`config.mk`:
```
export PLATFORM = sky130hd
export DESIGN_NAME = lobm_front
export DESIGN_NICKNAME = d
export VERILOG_FILES = /design/src/lobm_pkg.sv /design/src/lobm_front.sv
export SDC_FILE = /design/constraint.sdc
export NUM_CORES = 1
export LEC_CHECK = 0
export BUFFER_PORTS_ARGS = -buffer_cell sky130_fd_sc_hd__buf_2
export CORE_ASPECT_RATIO = 0.75
export CORE_MARGIN = 2
export CORE_UTILIZATION = 30
export DETAILED_ROUTE_END_ITERATION = 8
export PLACE_DENSITY = 0.5
export REMOVE_ABC_BUFFERS = 1
export SETUP_SLACK_MARGIN = 0.2
export SLEW_MARGIN = 0
export SYNTH_ARGS = -nofsm -noshare
export SYNTH_HDL_FRONTEND = slang
export SYNTH_SLANG_ARGS = --single-unit
```
`constraint.sdc`:
```
create_clock -name clk -period 10.3 [get_ports clk]
set_input_delay 1.03 -clock clk [delete_from_list [all_inputs] [get_ports clk]]
set_output_delay 1.03 -clock clk [all_outputs]
set_load 0.03 [all_outputs]
```
`src/lobm_pkg.sv`:
```
// Shared constants, payload types and codes of the order book matcher.
`timescale 1ns / 1ps
package lobm_pkg;

  // Book geometry.
  localparam int PriceLevels = 256;
  localparam int OrderSlots  = 64;
  localparam int LvlW        = $clog2(PriceLevels);
  localparam int SlotW       = $clog2(OrderSlots);
  localparam int CntW        = $clog2(OrderSlots + 1);
  localparam int HtW         = 2 * SlotW;

  // Command codes.
  typedef enum logic [2:0] {
    FUNC_ADD    = 3'd0,
    FUNC_CANCEL = 3'd1,
    FUNC_MODIFY = 3'd2,
    FUNC_LIMIT  = 3'd3,
    FUNC_MARKET = 3'd4
  } func_t;

  // Result status codes.
  localparam logic [1:0] STAT_OK       = 2'd0;
  localparam logic [1:0] STAT_NO_ID    = 2'd1;
  localparam logic [1:0] STAT_BAND     = 2'd2;
  localparam logic [1:0] STAT_FULL     = 2'd3;

  // Input beat.
  typedef struct packed {
    logic [2:0]  func;
    logic        side;
    logic [31:0] price;
    logic [31:0] quantity;
    logic [31:0] order_id;
  } in_item_t;

  // Result beat.
  typedef struct packed {
    logic        is_trade;
    logic [31:0] trade_price;
    logic [31:0] fill_quantity;
    logic [31:0] maker_id;
    logic [1:0]  status;
    logic [31:0] remaining;
    logic        last;
  } out_item_t;

  // Classified command handed from the front to the back.
  typedef struct packed {
    logic [2:0]      func;
    logic            side;
    logic            in_band;
    logic [LvlW-1:0] level;
    logic [31:0]     limit;
    logic [31:0]     qty;
    logic [31:0]     id;
  } cmd_t;

endpackage

```
`src/lobm_front.sv`:
```
// Front end: accepts input beats, classifies them and queues them for the back end.
`timescale 1ns / 1ps
module lobm_front (
  input  logic                clk,
  input  logic                rst_n,
  input  logic [31:0]         base_price,
  input  logic                in_valid,
  output logic                in_ready,
  input  lobm_pkg::in_item_t  in_data,
  output logic                q_valid,
  input  logic                q_pop,
  output lobm_pkg::cmd_t      q_data
);

  logic [32:0]    diff;
  lobm_pkg::cmd_t cls;
  lobm_pkg::cmd_t ent_r [2];
  logic           wr_ptr_r, wr_ptr_nxt;
  logic           rd_ptr_r, rd_ptr_nxt;
  logic [1:0]     cnt_r, cnt_nxt;
  logic           push;

  // Band check without wrap, and the limit used for crossing.
  assign diff = {1'b0, in_data.price} - {1'b0, base_price};

  always_comb begin
    cls.func    = in_data.func;
    cls.side    = in_data.side;
    cls.in_band = !diff[32] && (diff[31:0] < 32'(lobm_pkg::PriceLevels));
    cls.level   = diff[lobm_pkg::LvlW-1:0];
    cls.qty     = in_data.quantity;
    cls.id      = in_data.order_id;
    if (in_data.func == lobm_pkg::FUNC_MARKET) begin
      cls.limit = in_data.side ? 32'd0 : 32'hFFFF_FFFF;
    end else begin
      cls.limit = in_data.price;
    end
  end

  // Two-entry queue between the halves.
  assign in_ready = (cnt_r != 2'd2);
  assign push     = in_valid && in_ready;
  assign q_valid  = (cnt_r != 2'd0);
  assign q_data   = ent_r[rd_ptr_r];

  always_comb begin
    wr_ptr_nxt = wr_ptr_r ^ push;
    rd_ptr_nxt = rd_ptr_r ^ q_pop;
    cnt_nxt    = cnt_r + {1'b0, push} - {1'b0, q_pop};
  end

  always_ff @(posedge clk) begin
    if (!rst_n) begin
      wr_ptr_r <= 1'b0;
      rd_ptr_r <= 1'b0;
      cnt_r    <= 2'd0;
    end else begin
      wr_ptr_r <= wr_ptr_nxt;
      rd_ptr_r <= rd_ptr_nxt;
      cnt_r    <= cnt_nxt;
    end
  end

  always_ff @(posedge clk) begin
    if (push) begin
      ent_r[wr_ptr_r] <= cls;
    end
  end

endmodule

```
# Word-level counts from Yosys, hierarchy flattened
# Memories as Yosys holds them, arrays and structs flattened. A register that Yosys moved wholly into a read port is not among the register bits.
# Cells that the tools add are included.
[totals]
output_inout_bits = 111
inputBits = 136
wordCells = 21
ram_bits = 218
n_memories = 1
regBits = 4
[op_classes]
mux = 5
add_sub_neg = 3
reduce_logical = 4
order_cmp = 1
n_bitwise = 2
n_eq_ne = 2
[mem_list]
columns = ["memory", "depth", "word_bits", "rd", "rd_ports_with_merged_regs", "wr", "line", "text"]
rows = [
  ["ent_r", 2, 109, 1, 1, 1, "lobm_front.sv:17", "lobm_pkg::cmd_t ent_r [2];"],
]
[ops]
columns = ["cell", "count"]
rows = [
  ["$mux 32", 2],
  ["$sub 32x32->33", 1],
  ["$lt 32x9->1 const B", 1],
  ["$eq 3x3->1 const B", 1],
  ["$mux 1", 3],
  ["$add 2x1->2", 1],
  ["$logic_and 1x1->1", 2],
  ["$ne 2x2->1 const B", 1],
  ["$reduce_bool 2->1", 1],
  ["$sub 2x1->2", 1],
  ["$xor 1x1->1", 2],
  ["$logic_not 1->1", 1],
]

# Depth between registers and ports, before layout
# Gate-level depths: netlist of the first run.
[depth]
depth_word = 4
depth_mapped = 13
ltp_nobuf = 13

# Worst setup path before layout of the first run
# Ideal clock, no wire load.
[synth_timing]
kind = "input-to-reg"
start = "input in_valid"
end = "memory ent_r[1][0] (netlist name), enable pin"
arrival_time_ps = 3738
required_ps = 9819
setup_time_ps = 481
path_stages = 3
slack_ps = 6080
path_buffers = 0
cell_sequence = "nand2_1 -> inv_1 -> ha_1"
[synth_between]
elab_chain_cells = 3
[synth_rtl]
columns = ["element", "line", "text"]
rows = [
  ["start: declaration", "lobm_front.sv:7", "input logic in_valid,"],
  ["$logic_and 1x1->1", "lobm_front.sv:42", "assign push = in_valid && in_ready;"],
  ["$mux 1", "lobm_front.sv:65", "if (push) begin"],
  ["$mux 1 (implied by the code)", "lobm_front.sv:66", "ent_r[wr_ptr_r] <= cls;"],
  ["end: declaration", "lobm_front.sv:17", ""],
]
# No other way between the ends.

==> flow_summary.ini, run 1 <==
[outcome]
status = completed

[sta]
slew_headroom_pct = 36.75
finalHoldViolCount = 0
min_period_ns = 3.862
whs_ns = 0.5783
clock.fmax_mhz = 258.9
slew_violations = 0
final.setup_skew_ns = 0.006922
finalSetupViolations = 0
finalCritPeriodShare_pct = 37.49
rsz0062_at_grt = false
worstMarginPinSlew_ns = 0.9488
fin_setup_tns_ns = 0

[power_and_ir_drop]
seqPwrFrac_pct = 43.7
p_sw_share_pct = 30.16
vdd.ir_drop.worst_mv = 0.1473
power.share.clock_pct = 31.4
power.density_nw_per_um2 = 213.1
p_int_mw = 1.928
combPwrFrac_pct = 25.0
switchingPower_mw = 0.8327
p_leak_nw = 5.192

[worst_hold_path]
min_delay_path_depth = 2
hold_class = reg -> reg

[floorplan]
io_pins = 247
die_height_um = 165.4
core-area_um2 = 34470
num_rows = 59
start_util_pct = 30.24
dieArea_um2 = 36270
die_w_um = 219.3

[layout]
area_delta_synth_final_pct = 24.27
drive_above_1_share_pct = 41.72
final_common_cell = buf_2
fin_nets = 1134
layout_common_cells = buf_2, edfxtp_1, mux2_2
fin_cells = 1438
fin_util_pct = 37.58

[yosys]
synth_area_leader_cell = edfxtp_1
async_flop_share_pct = 0
synth_cells = 716
synth_seq_cells = 223
yosys-top-cells-area = edfxtp_1, mux2_2, ha_1, a21o_1, inv_1
synth_warnings = 0
synth_area_um2 = 10420
yosysUniqueCellTypes = 62
synth-edff-count = 218
postSynthAreaPerCell_um2 = 14.56
yosysSeqAreaShare_pct = 63.75
synth_top_area_share_pct = 62.79
synth_ff_type = edfxtp_1

[place]
dp.cells = 1392
hpwl_mm = 18.13
place.gp.congestion = 0.8211
portBuffers = 246

[worst_setup_path]
critPathSlowestCell = buf_4
worstPathCellList = buf_4, mux2_2, buf_2
ff2ff_path_depth = 5
critPathMaxFanout = 65
critPathKind = reg -> out
worstSetupStartpointType = flop
cp_data_arrival_time_ns = 2.83
slowest_delay_ns = 0.82
end_kind = output port
worstPathRequired_ns = 9.27

[grt]
grt_pass1_wl_mm = 38.03
grt_usage_pct = 13.72
grt_max_degree = 66
grt-ovfl-total = 0
grt_pass1_vias = 6572
antenna_found_initial = 6

[clock_tree]
cts_resized = 0
numClockSinks = 223
cts_tree = yes
clkSlewWorstSetupHoldPaths_ns = 0.06
cts-htree-levels = 1
cts_root_buf = clkbuf_16
clk_latency_ns = 0.52
cts_setup_buffers = 0
clockBufferDepth = 3
cts_hold_buf = 0
cts_buffers = 24

[run]
maxCapViolations = 0

[route]
firstDrtPassIters = 4
vias = 6797
totalWireLength_mm = 25.88
viasPerCell = 4.727
drc = 0
first_iter_violations = 325
ant_nets = 0
routedWlPerCell_um = 18.00
power groups by stage:
stage | combinational (mW) | clock, mW | sequential [mW]
floorplan | 0.477 | 0 | 1.24
global placement | 0.701 | 0 | 1.22
detailed placement | 0.699 | 0 | 1.23
CTS | 0.702 | 0.897 | 1.21
global route | 0.747 | 0.931 | 1.22
finish | 0.689 | 0.866 | 1.21
through the flow:
stage	worst slack, ns	instance area (um2)	power [mW]
CTS	6.307	12950	2.808
floorplan	5.996	10290	1.713
finish	6.438	12950	2.761
global route	6.239	12950	2.899
global placement	6.026	12160	1.924
detailed placement	5.957	12160	1.926
area by class of cell:
cell class                      instances  area (um2)
Antenna cell                            3       7.507
Clock buffer                           34       669.4
Clock inverter                          9       120.1
Fill cell                            3349       21520
Inverter                               46       172.7
Multi-Input combinational cell        415        3495
Sequential cell                       223        6650
Tap cell                              457       571.8
Timing Repair Buffer                  251        1269
final timing paths:
path | slack, ns | to | start
max | 6.44 | q_data[68] | flop
min | 0.58 | flop | rd_ptr_r
min reg2reg | 0.58 | flop | rd_ptr_r
max reg2reg | 7.65 | ent_r[0][76] | cnt_r[0]
routing by layer:
| layer | vias up | GRT usage [%] | routed length [um] |
|---|---|---|---|
| met5 | - | 0 | 24 |
| met4 | 4 | 2.856 | 447 |
| met3 | 32 | 4.249 | 2060 |
| met2 | 213 | 21.10 | 11350 |
| met1 | 3314 | 19.04 | 12000 |
| li1 | 3234 | - | - |
flip-flops by register name (all words and copies together), names as in the netlist, named ones only:
name,cells
rd_ptr_r,1
cnt_r,2
ent_r,218
wr_ptr_r,1
logic make-up after synthesis:
family / after synthesis / synth area share, %
xor+xnor: 20 / 1.680
flops: 223 / 63.75
compound gates: 147 / 9.866
fa+ha+maj: 37 / 4.513
mux: 112 / 12.07
simple gates: 99 / 5.125
buf+inv: 78 / 2.988
Yosys cell counts, drive strengths merged (5+ instances only):
cell / count
edfxtp: 218
mux2: 110
a21o: 48
inv: 46
ha: 36
a21oi: 32
clkbuf: 28
nand2: 23
nor2: 16
o21ai: 15
xnor2: 12
nand3: 8
xor2: 8
a31oi: 7
nand4: 7
and2: 6
nand2b: 6
nor2b: 6
nor3: 6
nor4: 6
dfxtp: 5
o211ai: 5
o21bai: 5
critical path: cells and delay by family, from the launching register on:
kind | cells | cell delay, ns
buffers and inverters | 2 | 1.00
DFF | 1 | 0.79
muxes | 1 | 0.43
(Power assumes the default switching activity.)
==> run 2, diff against run 1 <==
clock period = 3.8 ns   (was 10.3 ns; I/O delays follow)
==> run 2 against run 1 <==
  * Clock power grew to 2.6 times the previous value
  * Sequential power rose to 2.7 times the previous value
  * Hold slack worse by 0.54 ns
  * Sequential cell count did not move
  * Non-clock buffer count up 7
  * Final cell count rose by 0.56%
  * Final area increased by 0.34%
  * Largest cell class unchanged
  * Largest power group unchanged
==> flow_summary.ini, run 2 (synthesis results as in run 1) <==
[clock_tree]
clockBufferDepth = 3
cts_buffers = 24
cts_setup_buffers = 0
clkSlewWorstSetupHoldPaths_ns = 0.06
cts_tree = yes
clk_latency_ns = 0.53
numClockSinks = 223
cts_hold_buf = 0
cts_root_buf = clkbuf_16
cts_resized = 0
cts-htree-levels = 1

[floorplan]
io_pins = 247
core-area_um2 = 34470
start_util_pct = 30.24
dieArea_um2 = 36270
die_w_um = 219.3
die_height_um = 165.4
num_rows = 59

[worst_setup_path]
cp_num_buf_inv = 3
startpoint = in_data[64]
critPathKind = in -> reg
worstSetupStartpointType = primary input
critPathSlowestCell = fa_1
ff2ff_path_depth = 5
end_kind = flop
critPathMaxFanout = 3
r2r_setup_slack_ns = 1.97
r2r_start = cnt_r[0]
worstPathRequired_ns = 4.13
worstPathCellList = buf_2, inv_1, ha_1, inv_1, fa_1, a211o_1, a211o_1, a21bo_1, xnor2_1, o211ai_1, a2111o_1, nor4_2, nand4_1, nor4_2
cp_data_arrival_time_ns = 3.55
critical-path-top-delay-family = compound AO/OA/AOI/OAI gates
r2r_end = ent_r[0][99]
slowest_delay_ns = 0.43

[route]
drc = 0
firstDrtPassIters = 4
totalWireLength_mm = 25.70
viasPerCell = 4.704
first_iter_violations = 376
routedWlPerCell_um = 17.78
ant_nets = 0
vias = 6802

[grt]
grt_pass1_vias = 6734
grt_usage_pct = 13.65
grt_max_degree = 67
grt_pass1_wl_mm = 38.11
grt-ovfl-total = 0
antenna_found_initial = 5

[layout]
final_common_cell = buf_2
reg_top3 = ent_r (218), cnt_r (2)
largest_reg_flops = 218
fin_area_um2 = 13000
fin_nets = 1141
drive_above_1_share_pct = 41.99
area_delta_synth_final_pct = 24.69
regMostFlops = ent_r
layout_common_cells = buf_2, edfxtp_1, mux2_2

[outcome]
status = completed

[worst_hold_path]
hold_class = in -> reg
holdCritStartpoint = in_data[6]
min_delay_path_depth = 1
min_to = ent_r[0][6]

[power_and_ir_drop]
vdd.ir_drop.worst_mv = 0.4051
fin_total_pwr_mw = 7.372
p_leak_nw = 5.211
power.density_nw_per_um2 = 567.1

[place]
hpwl_mm = 18.18
dp_slack_ns = 0.05707
portBuffers = 246
place.gp.congestion = 0.8231
post_dp_cell_area_um2 = 12250

[sta]
whs_ns = 0.03732
finalHoldViolCount = 0
clock.fmax_mhz = 310.9
finalSetupViolations = 0
finalCritPeriodShare_pct = 84.65
final.setup_skew_ns = 0.01541
slew_headroom_pct = 53.99
rsz0062_at_grt = false
slew_violations = 0
min_period_ns = 3.217
worstMarginPinSlew_ns = 0.6901
setup_ws_ns = 0.5832

[run]
maxCapViolations = 0
## run 2: worst max-delay path by stage
stage                          to  slack [ns]  depth (start not counted)
global placement    ent_r[0][104]        0.16                         14
global route        ent_r[1][104]        0.36                         14
detailed placement  ent_r[0][104]        0.06                         14
finish              ent_r[0][104]        0.58                         14
floorplan             ent_r[1][0]       -0.08                          4
CTS                 ent_r[0][104]        0.62                         14
## run 2: layout make-up
| cell class | count | area [um2] |
|---|---|---|
| inverters | 46 | 172.7 |
| repair buffers | 258 | 1359 |
| clock inverters | 12 | 91.34 |
| well taps | 457 | 571.8 |
| flip-flops and latches | 223 | 6650 |
| fillers | 3336 | 21480 |
| clock buffers | 32 | 651.9 |
| diodes | 3 | 7.507 |
| multi-input cells | 415 | 3495 |
## run 2: where the power goes
part	switching [mW]	internal, mW
clock	0.945	1.28
sequential	0.0862	3.17
combinational	1.25	0.644
total	2.28	5.09
## run 2: per-layer routing
metal  GRT usage (%)  share of wire [%]  wire length (um)
met1           18.98                 47             11950
met4           2.948                1.8               456
met3           4.451                8.3              2126
met2           20.76                 43             11120
met5               0               0.19                48
## run 2: through the flow
step | utilization, % | setup TNS [ns] | cells
2_1_floorplan | - | -17.08 | 684
3_3_place_gp | 35.53 | 0 | 1399
3_5_place_dp | 35.53 | 0 | 1399
4_1_cts | 37.68 | 0 | 1443
5_1_grt | 37.68 | 0 | 1443
6_report | 37.71 | 0 | 1446
==> run 3, diff against run 2 <==
PLACE_DENSITY = 0.51   (was 0.5)
clock period = 2.9 ns   (was 3.8 ns; I/O delays follow)
==> run 3 against run 2 <==
  * Critical path depth is 1 higher
  * Final cell count is 9.9% higher
  * Sequential share of layout area is 4.8 points lower
  * Hold slack worse by 0.0066 ns
  * Sequential cell count stayed put
  * Routed wire length is 4.0% higher
  * Largest power group unchanged
  * Clock power is 26% higher
==> flow_summary.ini, run 3 (synthesis results as in run 1) <==
[sta]
fin_setup_tns_ns = 0
finalSetupViolations = 0
slew_violations = 0
slew_headroom_pct = 61.74
rsz0062_at_grt = true
final.setup_skew_ns = 0.009608
finalCritPeriodShare_pct = 96.12
min_period_ns = 2.788
worstMarginPinSlew_ns = 0.5679
finalHoldViolCount = 0
setup_ws_ns = 0.1125
clock.fmax_mhz = 358.7

[clock_tree]
cts_tree = yes
cts-htree-levels = 1
numClockSinks = 223
cts_root_buf = clkbuf_16
cts_buffers = 24
clockBufferDepth = 3
clk_latency_ns = 0.52
clkSlewWorstSetupHoldPaths_ns = 0.06

[power_and_ir_drop]
combPwrFrac_pct = 28.2
power.share.clock_pct = 28.5
seqPwrFrac_pct = 43.2
p_int_mw = 6.815
vdd.ir_drop.worst_mv = 0.5071
p_sw_share_pct = 30.66
p_leak_nw = 5.885
power.density_nw_per_um2 = 685.2
switchingPower_mw = 3.014

[worst_setup_path]
cp_num_buf_inv = 5
critical-path-top-delay-family = compound AO/OA/AOI/OAI gates
worst-path-stages = 15
cp_data_arrival_time_ns = 3.11
critPathSlowestCell = fa_2
critPathKind = in -> reg
worstSetupStartpointType = primary input
end_kind = flop
critPathMaxFanout = 3
ff2ff_path_depth = 5
worstPathRequired_ns = 3.22
worstPathCellList = buf_6, inv_4, ha_4, inv_2, fa_2, a211o_1, a211o_1, a21oi_2, o211ai_1, buf_4, buf_6, xor2_1, nor4_2, nand4_1, nor4_2
slowest_delay_ns = 0.35

[floorplan]
io_pins = 247
die_height_um = 165.4
die_w_um = 219.3
dieArea_um2 = 36270
start_util_pct = 30.24
core-area_um2 = 34470
num_rows = 59

[grt]
grt-ovfl-total = 0
grt_usage_pct = 14.26
grtUsageMet1_pct = 19.41
gr-usage-met3_pct = 3.773
grt_pass1_vias = 7410
grtUsageMet2_pct = 22.83
grt_pass1_wl_mm = 39.81
grt_max_degree = 67
antenna_found_initial = 2
grt_busiest_layer = met2

[place]
portBuffers = 246
hpwl_mm = 18.84
place.gp.congestion = 0.8294
dp_slack_ns = -0.7102

[layout]
n_antenna_cell = 0
fin_nets = 1287
regArea_um2 = 6650
multi_input_area_um2 = 3525
drive_above_1_share_pct = 44.08
largest_reg_flops = 218
final.fill_count = 3276
area_delta_synth_final_pct = 37.58
regMostFlops = ent_r
final_common_cell = buf_2
reg_top3 = ent_r (218), cnt_r (2)
layout_common_cells = buf_2, edfxtp_1, mux2_2

[route]
vias = 7291
ant_nets = 0
viasPerCell = 4.588
drc = 0
first_iter_violations = 327
totalWireLength_mm = 26.74
routedWlPerCell_um = 16.83
firstDrtPassIters = 4

[worst_hold_path]
hold_class = in -> reg
min_delay_path_depth = 2

[outcome]
status = completed

[run]
maxCapViolations = 0
==> run 3: cell count changes in the layout (fill, tap and decap cells not counted), moves of 3 or more <==
cell,before,now
diode_2,3,0
buf_4,9,81
buf_12,3,8
dlygate4sd3_1,0,68
==> run 3: area by class of cell <==
type / instances / area share, %
Timing Repair Buffer: 404 / 18.81
Multi-Input combinational cell: 415 / 24.57
Clock inverter: 9 / 0.3489
Inverter: 46 / 1.221
Sequential cell: 223 / 46.37
Tap cell: 457 / 3.987
Clock buffer: 35 / 4.693
==> run 3: per-stage QoR <==
step | power, mW | hold WS [ns] | utilization (%) | instances | instance area, um2
after floorplan | 6.083 | 0.3889 | - | 684 | 10290
after global placement | 7.018 | 0.4770 | 37.32 | 1473 | 12870
after detailed placement | 7.035 | 0.4811 | 37.32 | 1473 | 12870
after CTS | 9.986 | 0.009347 | 41.53 | 1587 | 14320
after global routing | 10.35 | 0.01762 | 41.60 | 1589 | 14340
final | 9.828 | 0.03068 | 41.60 | 1589 | 14340
==> run 3: per-layer routing <==
layer / up-vias / routed length [um]
li1: 3540 / -
met1: 3533 / 12480
met2: 187 / 12090
met3: 29 / 1695
met4: 2 / 456
met5: - / 13
==> run 3: final timing paths <==
path	from	to	slack, ns
max	in_data[64]	ent_r[0][104]	0.11
min	rst_n	flop	0.03
max reg2reg	cnt_r[0]	ent_r[1][58]	0.98
min reg2reg	rd_ptr_r	flop	0.57
==> run 3: timing repair <==
action	in CTS	in global routing
hold buffers	68	0
pin swaps	11	3
resized for setup	10	2
endpoints found under the hold margin	136	0
setup endpoints to repair	2	2
setup buffers	2	2
==> run 3: power groups by stage <==
| stage | clock [mW] | sequential [mW] | combinational (mW) |
|---|---|---|---|
| floorplan | 0 | 4.39 | 1.70 |
| global placement | 0 | 4.30 | 2.72 |
| detailed placement | 0 | 4.32 | 2.71 |
| CTS | 2.92 | 4.26 | 2.81 |
| global route | 3.05 | 4.30 | 3.00 |
| finish | 2.80 | 4.25 | 2.77 |
